**config.mk**
```make
export PLATFORM = sky130hd
export DESIGN_NAME = sliding_window_median_filter_top
export DESIGN_NICKNAME = d
export VERILOG_FILES = /design/src/rtl/swmf_pkg.sv /design/src/rtl/swmf_rank.sv /design/src/rtl/sliding_window_median_filter_top.sv
export SDC_FILE = /design/constraint.sdc
export NUM_CORES = 2
export LEC_CHECK = 0
export BUFFER_PORTS_ARGS = -buffer_cell sky130_fd_sc_hd__buf_2
export CAP_MARGIN = 10
export CORE_MARGIN = 8
export CORE_UTILIZATION = 40
export CTS_BUF_LIST = sky130_fd_sc_hd__clkbuf_2
export DETAILED_ROUTE_END_ITERATION = 7
export GPL_ROUTABILITY_DRIVEN = 0
export GPL_TIMING_DRIVEN = 0
export SYNTH_ARGS = -nofsm -noshare
export SYNTH_HDL_FRONTEND = slang
export SYNTH_HIERARCHICAL = 1
export SYNTH_SLANG_ARGS = --single-unit
```
**constraint.sdc**
```tcl
create_clock -name i_clk -period 11.85 [get_ports i_clk]
set_clock_uncertainty 0.05 [all_clocks]
set_input_delay 0.5925 -clock i_clk [delete_from_list [all_inputs] [get_ports i_clk]]
set_output_delay 0.5925 -clock i_clk [all_outputs]
set_load 0.03 [all_outputs]
```
**src/rtl/swmf_pkg.sv**
```systemverilog
`timescale 1ns / 1ps
// ----------------------------------------------------------------------------
// swmf_pkg
// shared constants and types of the sliding window median filter
// ----------------------------------------------------------------------------
package swmf_pkg;

    localparam int HISTORY_DEPTH = 64;
    localparam int SAMPLE_WIDTH  = 24;
    localparam int TAPS_W        = 6;

    localparam int ADDR_W        = $clog2(HISTORY_DEPTH);
    localparam int LEN_W         = $clog2(HISTORY_DEPTH + 1);
    localparam int OUT_W         = SAMPLE_WIDTH + 1;
    localparam int IN_TDATA_W    = ((SAMPLE_WIDTH + 7) / 8) * 8;
    localparam int OUT_TDATA_W   = ((OUT_W + 7) / 8) * 8;

    typedef logic [ADDR_W-1:0]       t_addr;
    typedef logic [LEN_W-1:0]        t_len;
    typedef logic [SAMPLE_WIDTH-1:0] t_sample;
    typedef logic [OUT_W-1:0]        t_result;

    typedef struct packed {
        logic  start;
        t_addr base;
        t_len  len;
    } t_rank_req;

    typedef struct packed {
        logic    done;
        t_result value;
    } t_rank_rsp;

endpackage

```
**src/rtl/swmf_rank.sv**
```systemverilog
`timescale 1ns / 1ps
// ----------------------------------------------------------------------------
// swmf_rank
// history memory and bit-serial rank selector for the window median
// ----------------------------------------------------------------------------
module swmf_rank (
    input  logic                i_clk,
    input  logic                i_rst_n,
    input  logic                i_wr_en,
    input  swmf_pkg::t_addr     i_wr_addr,
    input  swmf_pkg::t_sample   i_wr_data,
    input  swmf_pkg::t_rank_req i_req,
    input  logic                i_ack,
    output swmf_pkg::t_rank_rsp o_rsp
);

    localparam logic [1:0] ST_IDLE  = 2'd0;
    localparam logic [1:0] ST_SCAN  = 2'd1;
    localparam logic [1:0] ST_FINAL = 2'd2;
    localparam logic [1:0] ST_DONE  = 2'd3;

    swmf_pkg::t_sample r_mem [swmf_pkg::HISTORY_DEPTH];
    swmf_pkg::t_sample r_rd_data;
    swmf_pkg::t_addr   w_rd_addr;

    logic [1:0]        r_state, n_state;
    swmf_pkg::t_addr   r_base, n_base;
    swmf_pkg::t_len    r_len, n_len;
    swmf_pkg::t_len    r_k, n_k;
    swmf_pkg::t_len    r_cnt, n_cnt;
    swmf_pkg::t_len    r_idx, n_idx;
    logic              r_rd_vld, n_rd_vld;
    logic              r_even, n_even;
    swmf_pkg::t_sample r_prefix, n_prefix;
    swmf_pkg::t_sample r_mask, n_mask;
    swmf_pkg::t_sample r_bitsel, n_bitsel;
    swmf_pkg::t_sample r_min, n_min;
    logic              r_min_vld, n_min_vld;
    swmf_pkg::t_result r_value, n_value;

    logic                   w_issue;
    logic                   w_pass_end;
    logic                   w_match;
    logic                   w_zero;
    swmf_pkg::t_addr        w_idx_a;
    logic [swmf_pkg::ADDR_W:0] w_wrap_addr;
    swmf_pkg::t_sample      w_upper;

    // newest-first walk backward from the base slot
    assign w_idx_a     = w_issue ? r_idx[swmf_pkg::ADDR_W-1:0] : '0;
    assign w_wrap_addr = {1'b0, r_base} + (swmf_pkg::ADDR_W + 1)'(swmf_pkg::HISTORY_DEPTH)
                         - {1'b0, w_idx_a};
    assign w_rd_addr   = (w_idx_a > r_base) ? w_wrap_addr[swmf_pkg::ADDR_W-1:0]
                                            : r_base - w_idx_a;

    always_ff @(posedge i_clk) begin
        if (i_wr_en) begin
            r_mem[i_wr_addr] <= i_wr_data;
        end
        r_rd_data <= r_mem[w_rd_addr];
    end

    assign w_issue    = ((r_state == ST_SCAN) || (r_state == ST_FINAL)) && (r_idx < r_len);
    assign w_pass_end = (r_idx == r_len) && !r_rd_vld;
    assign w_match    = ((r_rd_data ^ r_prefix) & r_mask) == '0;
    assign w_zero     = (r_rd_data & r_bitsel) == '0;
    assign w_upper    = (r_cnt > (r_len >> 1)) ? r_prefix : r_min;

    always_comb begin
        n_state   = r_state;
        n_base    = r_base;
        n_len     = r_len;
        n_k       = r_k;
        n_cnt     = r_cnt;
        n_idx     = w_issue ? r_idx + 1'b1 : r_idx;
        n_rd_vld  = w_issue;
        n_even    = r_even;
        n_prefix  = r_prefix;
        n_mask    = r_mask;
        n_bitsel  = r_bitsel;
        n_min     = r_min;
        n_min_vld = r_min_vld;
        n_value   = r_value;
        unique case (r_state)
            ST_IDLE: begin
                if (i_req.start) begin
                    n_base   = i_req.base;
                    n_len    = i_req.len;
                    n_even   = ~i_req.len[0];
                    n_k      = i_req.len[0] ? (i_req.len >> 1) : (i_req.len >> 1) - 1'b1;
                    n_prefix = '0;
                    n_mask   = '0;
                    n_bitsel = {1'b1, {(swmf_pkg::SAMPLE_WIDTH - 1){1'b0}}};
                    n_cnt    = '0;
                    n_idx    = '0;
                    n_state  = ST_SCAN;
                end
            end
            ST_SCAN: begin
                if (r_rd_vld && w_match && w_zero) begin
                    n_cnt = r_cnt + 1'b1;
                end
                if (w_pass_end) begin
                    if (r_k >= r_cnt) begin
                        n_prefix = r_prefix | r_bitsel;
                        n_k      = r_k - r_cnt;
                    end
                    n_mask   = r_mask | r_bitsel;
                    n_bitsel = r_bitsel >> 1;
                    n_cnt    = '0;
                    n_idx    = '0;
                    if (r_bitsel[0]) begin
                        if (r_even) begin
                            n_min_vld = 1'b0;
                            n_state   = ST_FINAL;
                        end else begin
                            n_value = {n_prefix, 1'b0};
                            n_state = ST_DONE;
                        end
                    end
                end
            end
            ST_FINAL: begin
                if (r_rd_vld) begin
                    if (r_rd_data <= r_prefix) begin
                        n_cnt = r_cnt + 1'b1;
                    end else if (!r_min_vld || (r_rd_data < r_min)) begin
                        n_min     = r_rd_data;
                        n_min_vld = 1'b1;
                    end
                end
                if (w_pass_end) begin
                    n_value = {1'b0, r_prefix} + {1'b0, w_upper};
                    n_state = ST_DONE;
                end
            end
            ST_DONE: begin
                if (i_ack) begin
                    n_state = ST_IDLE;
                end
            end
            default: begin
                n_state = ST_IDLE;
            end
        endcase
    end

    always_ff @(posedge i_clk) begin
        if (!i_rst_n) begin
            r_state  <= ST_IDLE;
            r_rd_vld <= 1'b0;
        end else begin
            r_state  <= n_state;
            r_rd_vld <= n_rd_vld;
        end
        r_base    <= n_base;
        r_len     <= n_len;
        r_k       <= n_k;
        r_cnt     <= n_cnt;
        r_idx     <= n_idx;
        r_even    <= n_even;
        r_prefix  <= n_prefix;
        r_mask    <= n_mask;
        r_bitsel  <= n_bitsel;
        r_min     <= n_min;
        r_min_vld <= n_min_vld;
        r_value   <= n_value;
    end

    assign o_rsp.done  = (r_state == ST_DONE);
    assign o_rsp.value = r_value;

    a_start_idle: assert property (@(posedge i_clk) disable iff (!i_rst_n)
        i_req.start |-> (r_state == ST_IDLE))
        else $error("rank request while selector busy");

    a_ack_done: assert property (@(posedge i_clk) disable iff (!i_rst_n)
        i_ack |-> (r_state == ST_DONE))
        else $error("rank acknowledge without a result");

    a_rank_range: assert property (@(posedge i_clk) disable iff (!i_rst_n)
        ((r_state == ST_SCAN) || (r_state == ST_FINAL)) |-> (r_k < r_len))
        else $error("target rank outside window");

    a_cnt_range: assert property (@(posedge i_clk) disable iff (!i_rst_n)
        ((r_state == ST_SCAN) || (r_state == ST_FINAL)) |-> (r_cnt <= r_len))
        else $error("pass count exceeds window length");

    a_final_min: assert property (@(posedge i_clk) disable iff (!i_rst_n)
        ((r_state == ST_FINAL) && w_pass_end && (r_cnt <= (r_len >> 1))) |-> r_min_vld)
        else $error("upper middle value missing");

endmodule

```
**src/rtl/sliding_window_median_filter_top.sv**
```systemverilog
`timescale 1ns / 1ps
// ----------------------------------------------------------------------------
// sliding_window_median_filter_top
// median filter over a circular history of raw pressure samples
// ----------------------------------------------------------------------------
// The first 64 samples after reset fill the history and come back at once as
// twice the sample with the pass-through flag set; so does every sample while
// window_taps is 0. Otherwise the sample is stored and the result is twice
// the median of the newest window_taps+1 samples (an even window gives the
// sum of its two middle values). A median is found one bit of the value at
// a time, most significant first: each of the 24 bits costs one sweep over
// the window through the single read port of the history memory, and an
// even window adds one more sweep for the upper middle value. While a
// median is being found the input is not ready. A finished result waits
// in an output register, and the next sample is taken only once that
// register is empty or is being read in the same cycle.
// ----------------------------------------------------------------------------
module sliding_window_median_filter_top (
    input  logic                               i_clk,
    input  logic                               i_rst_n,
    input  logic                               i_cfg_wr_en,
    input  logic [swmf_pkg::TAPS_W-1:0]        i_cfg_wr_data,  // window_taps
    input  logic                               i_s_tvalid,
    output logic                               o_s_tready,
    input  logic [swmf_pkg::IN_TDATA_W-1:0]    i_s_tdata,      // sample
    output logic                               o_m_tvalid,
    input  logic                               i_m_tready,
    output logic [swmf_pkg::OUT_TDATA_W-1:0]   o_m_tdata,      // median_doubled
    output logic                               o_m_tuser       // passed_through
);

    logic [swmf_pkg::TAPS_W-1:0] r_taps;
    swmf_pkg::t_addr             r_slot;
    logic                        r_warm;
    logic                        r_busy;
    logic                        r_out_valid;
    swmf_pkg::t_result           r_out_data;
    logic                        r_out_pass;

    logic                        w_s_accept;
    logic                        w_out_free;
    logic                        w_len_one;
    logic                        w_pass;
    logic                        w_ack;
    swmf_pkg::t_sample           w_sample;
    swmf_pkg::t_addr             w_slot_next;
    logic [swmf_pkg::TAPS_W:0]   w_len_raw;
    swmf_pkg::t_len              w_len;
    swmf_pkg::t_rank_req         w_req;
    swmf_pkg::t_rank_rsp         w_rsp;

    assign w_sample    = i_s_tdata[swmf_pkg::SAMPLE_WIDTH-1:0];
    assign w_out_free  = !r_out_valid || i_m_tready;
    assign o_s_tready  = !r_busy && w_out_free;
    assign w_s_accept  = i_s_tvalid && o_s_tready;

    assign w_len_raw   = (swmf_pkg::TAPS_W + 1)'(r_taps) + 1'b1;
    assign w_len       = (w_len_raw > swmf_pkg::HISTORY_DEPTH)
                         ? swmf_pkg::LEN_W'(swmf_pkg::HISTORY_DEPTH)
                         : swmf_pkg::LEN_W'(w_len_raw);
    assign w_len_one   = (w_len == swmf_pkg::LEN_W'(1));
    assign w_pass      = !r_warm || w_len_one;
    assign w_slot_next = (r_slot == swmf_pkg::ADDR_W'(swmf_pkg::HISTORY_DEPTH - 1))
                         ? '0 : r_slot + 1'b1;

    assign w_req.start = w_s_accept && r_warm && !w_len_one;
    assign w_req.base  = r_slot;
    assign w_req.len   = w_len;
    assign w_ack       = r_busy && w_rsp.done && w_out_free;

    swmf_rank u_rank (
        .i_clk     (i_clk),
        .i_rst_n   (i_rst_n),
        .i_wr_en   (w_s_accept && !(r_warm && w_len_one)),
        .i_wr_addr (r_slot),
        .i_wr_data (w_sample),
        .i_req     (w_req),
        .i_ack     (w_ack),
        .o_rsp     (w_rsp)
    );

    always_ff @(posedge i_clk) begin
        if (!i_rst_n) begin
            r_taps      <= '0;
            r_slot      <= '0;
            r_warm      <= 1'b0;
            r_busy      <= 1'b0;
            r_out_valid <= 1'b0;
        end else begin
            if (i_cfg_wr_en) begin
                r_taps <= i_cfg_wr_data;
            end
            if (w_s_accept && !(r_warm && w_len_one)) begin
                r_slot <= w_slot_next;
                if (!r_warm && (r_slot == swmf_pkg::ADDR_W'(swmf_pkg::HISTORY_DEPTH - 1))) begin
                    r_warm <= 1'b1;
                end
            end
            if (w_req.start) begin
                r_busy <= 1'b1;
            end else if (w_ack) begin
                r_busy <= 1'b0;
            end
            if ((w_s_accept && w_pass) || w_ack) begin
                r_out_valid <= 1'b1;
            end else if (i_m_tready) begin
                r_out_valid <= 1'b0;
            end
        end
        if (w_s_accept && w_pass) begin
            r_out_data <= {w_sample, 1'b0};
            r_out_pass <= 1'b1;
        end else if (w_ack) begin
            r_out_data <= w_rsp.value;
            r_out_pass <= 1'b0;
        end
    end

    assign o_m_tvalid = r_out_valid;
    assign o_m_tdata  = swmf_pkg::OUT_TDATA_W'(r_out_data);
    assign o_m_tuser  = r_out_pass;

endmodule
```
==> qor.json <==
{
  "port_buffers": {"value": 61},
  "cpPeakStageDelay": {"value": 0.90, "unit": "ns"},
  "syn_to_final_growth": {"value": 13.63, "unit": "%"},
  "worst_slack": {"value": 5.294, "unit": "ns"},
  "r2r_end": {"value": "u_rank/r_rd_data[16]$_DFF_P_"},
  "placeableCoreArea": {"value": 0.1778, "unit": "mm²"},
  "hold_path_class": {"value": "in -> reg"},
  "final_min_period_over_clock_period": {"value": 55.33, "unit": "%"},
  "track_usage": {"value": 19.02, "unit": "%"},
  "synthesis.instances": {"value": 3569},
  "insertion_delay": {"value": 1.81, "unit": "ns"},
  "final-max-slew-violation-count": {"value": 0},
  "wl": {"value": 186400, "unit": "µm"},
  "adder_and_majority_gate_portion_of_the_synthesized_area": {"value": 1.977, "unit": "%"},
  "ctsHtreeMaxLevel": {"value": 5},
  "cts.root.buffer_cell": {"value": "sky130_fd_sc_hd__clkbuf_2"},
  "postLayoutCellArea": {"value": 0.08114, "unit": "mm²"},
  "path_clk_slew": {"value": 0.11, "unit": "ns"},
  "setup-violations-final": {"value": 0},
  "r2r.worst_path.cells": {"value": 17},
  "gr-total-overflow": {"value": 0},
  "grt_setup_unrepaired": {"value": "false"},
  "slew_headroom": {"value": 11.37, "unit": "%"},
  "final_nets": {"value": 4380},
  "first_global_vias": {"value": 38280},
  "syn-mean-instance-area": {"value": 20.01, "unit": "µm²"},
  "yosys_warns": {"value": 6},
  "crit_path_start_kind": {"value": "flip-flop"},
  "initial_utilization": {"value": 40.15, "unit": "%"},
  "number_of_top_level_pins": {"value": 70},
  "drt_first_pass_iters": {"value": 5},
  "route.antenna.remaining_nets": {"value": 0},
  "crit_family": {"value": "buffers and inverters"},
  "drive_above_1_share": {"value": 32.13, "unit": "%"},
  "critPathSlowestCell": {"value": "sky130_fd_sc_hd__clkbuf_1"},
  "postSynth.asyncResetShare": {"value": 0, "unit": "%"},
  "instances_no_fill": {"value": 6890},
  "arrival": {"value": 7.99, "unit": "ns"},
  "die_h": {"value": 438.5, "unit": "µm"},
  "status": {"value": "finished, final reports clean"},
  "final_hold_slack": {"value": 0.2838, "unit": "ns"},
  "max_freq": {"value": 152.5, "unit": "MHz"},
  "layout.filler_cells": {"value": 15310},
  "drt_iter0_markers": {"value": 3751},
  "initial_antenna_violation_count": {"value": 11},
  "post_synth_and_or_nand_nor_area_fraction": {"value": 2.809, "unit": "%"},
  "power.static_leakage": {"value": 26.87, "unit": "nW"},
  "clock_path_buffers": {"value": 4},
  "synth_enable_flop_cells": {"value": 1710},
  "drcViolationCount": {"value": 0},
  "cp_num_cells": {"value": 17},
  "place_worst_setup_slack": {"value": 5.407, "unit": "ns"},
  "place_area": {"value": 0.07628, "unit": "mm²"},
  "post_synth_mux_area_share": {"value": 16.16, "unit": "%"},
  "critical_path.max_fanout": {"value": 10},
  "timing.max_cap.violations": {"value": 0},
  "wire_per_inst": {"value": 27.05, "unit": "µm"},
  "synth.yosys.seq_area_share": {"value": 73.34, "unit": "%"},
  "num_rows": {"value": 155},
  "total_negative_slack_for_setup_checks": {"value": 0, "unit": "ns"},
  "hold_viol_final": {"value": 0},
  "crit_path_start": {"value": "u_rank/r_idx[4]$_DFF_P_"},
  "number_of_synthesized_register_bits": {"value": 1761},
  "synth_compound_gate_area_share": {"value": 3.189, "unit": "%"},
  "power.density": {"value": 135.0, "unit": "mW/mm²"},
  "critical_path_class": {"value": "reg -> reg"},
  "grt_max_degree": {"value": 66},
  "tightest_slew": {"value": 1.326, "unit": "ns"},
  "dpl.cell_count": {"value": 6043},
  "dp_hpwl": {"value": 120300, "unit": "µm"},
  "timing.critical_path.cells": {"value": "ha_1 -> a21oi_1 -> nor2b_1 -> o21ai_0 -> o2111a_1 -> clkbuf_1 -> ha_1 -> ha_1 -> inv_1 -> fa_1 -> buf_2 -> clkbuf_1 -> clkbuf_1 -> mux4_2 -> mux4_2 -> mux2i_1 -> mux2i_1"},
  "clock_sinks": {"value": 1761},
  "ff2ff_setup_slack": {"value": 5.29, "unit": "ns"},
  "synth.cell_area": {"value": 0.07140, "unit": "mm²"},
  "final_period_demand_of_the_worst_path": {"value": 6.556, "unit": "ns"},
  "worst_setup_path_end_kind": {"value": "flip-flop"},
  "synth.distinct_cells": {"value": 84},
  "worst_ir_drop_vdd": {"value": 110.4, "unit": "µV"},
  "grt_pass1_wl": {"value": 266800, "unit": "µm"},
  "post_cts.repair.setup_buffers": {"value": 0},
  "synth_xor_area_share": {"value": 0.5800, "unit": "%"},
  "critPathCapture": {"value": "u_rank/r_rd_data[16]$_DFF_P_"},
  "worstHoldStart": {"value": "i_s_tdata[23]"},
  "worst-endpoint-required": {"value": 13.28, "unit": "ns"},
  "cts_inserted_buffers": {"value": 446},
  "combinational_family_with_the_most_area_after_synthesis": {"value": "multiplexers"},
  "route.detailed.vias_per_inst": {"value": 5.522},
  "worstPathBufferInverterCount": {"value": 5},
  "die_area": {"value": 0.1923, "unit": "mm²"},
  "timing.rr.start": {"value": "u_rank/r_idx[4]$_DFF_P_"},
  "ys_dominant_reg_cell": {"value": "sky130_fd_sc_hd__edfxtp_1"},
  "tritoncts": {"value": "yes"},
  "die_w": {"value": 438.5, "unit": "µm"},
  "vias": {"value": 38040}
}
per-layer routing:
metal,routed length [µm],part of all wire [%],track usage [%],vias to the layer above
li1,-,-,-,16220
met1,78560,42,26.07,19960
met2,89030,48,30.31,1566
met3,13840,7.4,4.343,300
met4,4933,2.6,6.132,0
met5,0,0,0,-
sequential cells by signal (all words and copies together) (netlist names), 24 cells and up:
register,cells
u_rank/r_rd_data,24
u_rank/r_mask,24
r_out_data,25
u_rank/r_mem,1536
u_rank/r_min,24
u_rank/r_prefix,24
u_rank/r_bitsel,24
u_rank/r_value,25
metrics by stage:
step / power, mW / util, %
global placement: 7.178 / 41.99
global route: 11.41 / 45.62
floorplan: 7.040 / -
CTS: 11.10 / 45.58
detailed placement: 7.202 / 42.89
finish: 10.95 / 45.62
tightest hold or removal path: stages:
cell and delay [ns]:
sky130_fd_sc_hd__dlygate4sd3_1 0.53, sky130_fd_sc_hd__dlygate4sd3_1 0.54, sky130_fd_sc_hd__buf_2 0.25
power breakdown:
group / internal [mW] / switching (mW)
clock network: 1.49 / 2.37
logic: 0.0735 / 0.178
registers: 6.83 / 0.0102
total: 8.40 / 2.56
synthesized netlist by cell type (all sizes together), types with 12 or more instances:
cell    instances  share of area (%)
edfxtp       1710                 72
mux4          432                 14
nor2          181               0.96
mux2i         126                1.8
inv           115               0.60
ha            108                1.9
buf            97               0.92
a21oi          93               0.67
nand2          79               0.42
clkbuf         75               0.40
o21ai          59               0.41
dfxtp          51                1.4
mux2           49               0.77
and2           32               0.28
o22ai          32               0.28
nand3          29               0.22
a221o          26               0.36
xnor2          26               0.32
a22o           24               0.29
nor2b          22               0.19
a21o           21               0.22
nand4          18               0.17
xor2           17               0.23
nand2b         12               0.11
layout make-up:
| class | count | area (µm²) | share of cell area, % |
|---|---|---|---|
| diodes | 9 | 22.52 | 0.02776 |
| repair buffers | 211 | 2575 | 3.174 |
| flip-flops and latches | 1761 | 52370 | 64.54 |
| clock buffers | 641 | 3208 | 3.954 |
| plain buffers | 172 | 943.4 | 1.163 |
| multi-input cells | 1526 | 18170 | 22.40 |
| well taps | 2355 | 2947 | 3.632 |
| inverters | 116 | 435.4 | 0.5366 |
| clock inverters | 99 | 462.9 | 0.5706 |
worst min path at each step:
stage                                      to  depth (start not counted)
2_1_floorplan       u_rank/r_min[0]$_DFFE_PP_                          0
4_1_cts        u_rank/r_mem[57][22]$_DFFE_PP_                          2
3_3_place_gp           o_m_tuser$_SDFFE_PP1P_                          1
6_report       u_rank/r_mem[59][23]$_DFFE_PP_                          3
3_5_place_dp           o_m_tuser$_SDFFE_PP1P_                          1
5_1_grt         u_rank/r_mem[21][9]$_DFFE_PP_                          4
cell usage in the layout (no fill, tap or decap), types with 19 or more instances in the layout:
master	synthesis	layout
sky130_fd_sc_hd__clkbuf_1	72	72
sky130_fd_sc_hd__buf_4	40	44
sky130_fd_sc_hd__o22ai_1	32	32
sky130_fd_sc_hd__o21ai_0	55	55
sky130_fd_sc_hd__buf_16	0	19
sky130_fd_sc_hd__xnor2_1	26	26
sky130_fd_sc_hd__mux2i_1	126	126
sky130_fd_sc_hd__a22o_1	24	24
sky130_fd_sc_hd__nor2_1	180	117
sky130_fd_sc_hd__nand2_1	79	79
sky130_fd_sc_hd__mux2_2	49	49
sky130_fd_sc_hd__a21o_1	21	21
sky130_fd_sc_hd__a221o_1	26	26
sky130_fd_sc_hd__and2_1	32	32
sky130_fd_sc_hd__buf_12	0	41
sky130_fd_sc_hd__inv_1	115	115
sky130_fd_sc_hd__dfxtp_1	51	51
sky130_fd_sc_hd__a21oi_1	91	90
sky130_fd_sc_hd__clkbuf_2	2	643
sky130_fd_sc_hd__buf_2	35	93
sky130_fd_sc_hd__nand3_1	27	27
sky130_fd_sc_hd__ha_1	108	108
sky130_fd_sc_hd__edfxtp_1	1710	1710
sky130_fd_sc_hd__dlygate4sd3_1	0	82
sky130_fd_sc_hd__clkinv_1	1	82
sky130_fd_sc_hd__nor2_4	1	63
sky130_fd_sc_hd__mux4_2	432	432
sky130_fd_sc_hd__nor2b_1	22	22
cell families (layout without fill, tap and decap cells):
| family | count (synthesis) | count (layout) |
|---|---|---|
| AO/OA/AOI/OAI | 335 | 335 |
| other | 1 | 16 |
| AND/OR/NAND/NOR | 422 | 422 |
| buffers and inverters | 288 | 1239 |
| flip-flops | 1761 | 1761 |
| adder cells (fa/ha/maj) | 111 | 111 |
| multiplexers | 607 | 607 |
| XOR/XNOR | 44 | 44 |
timing repair:
item | CTS | global route
hold buffers | 95 | 1
resized for setup | 0 | 0
endpoints found under the hold margin | 1675 | 64
Power figures use the tool's default switching activity.
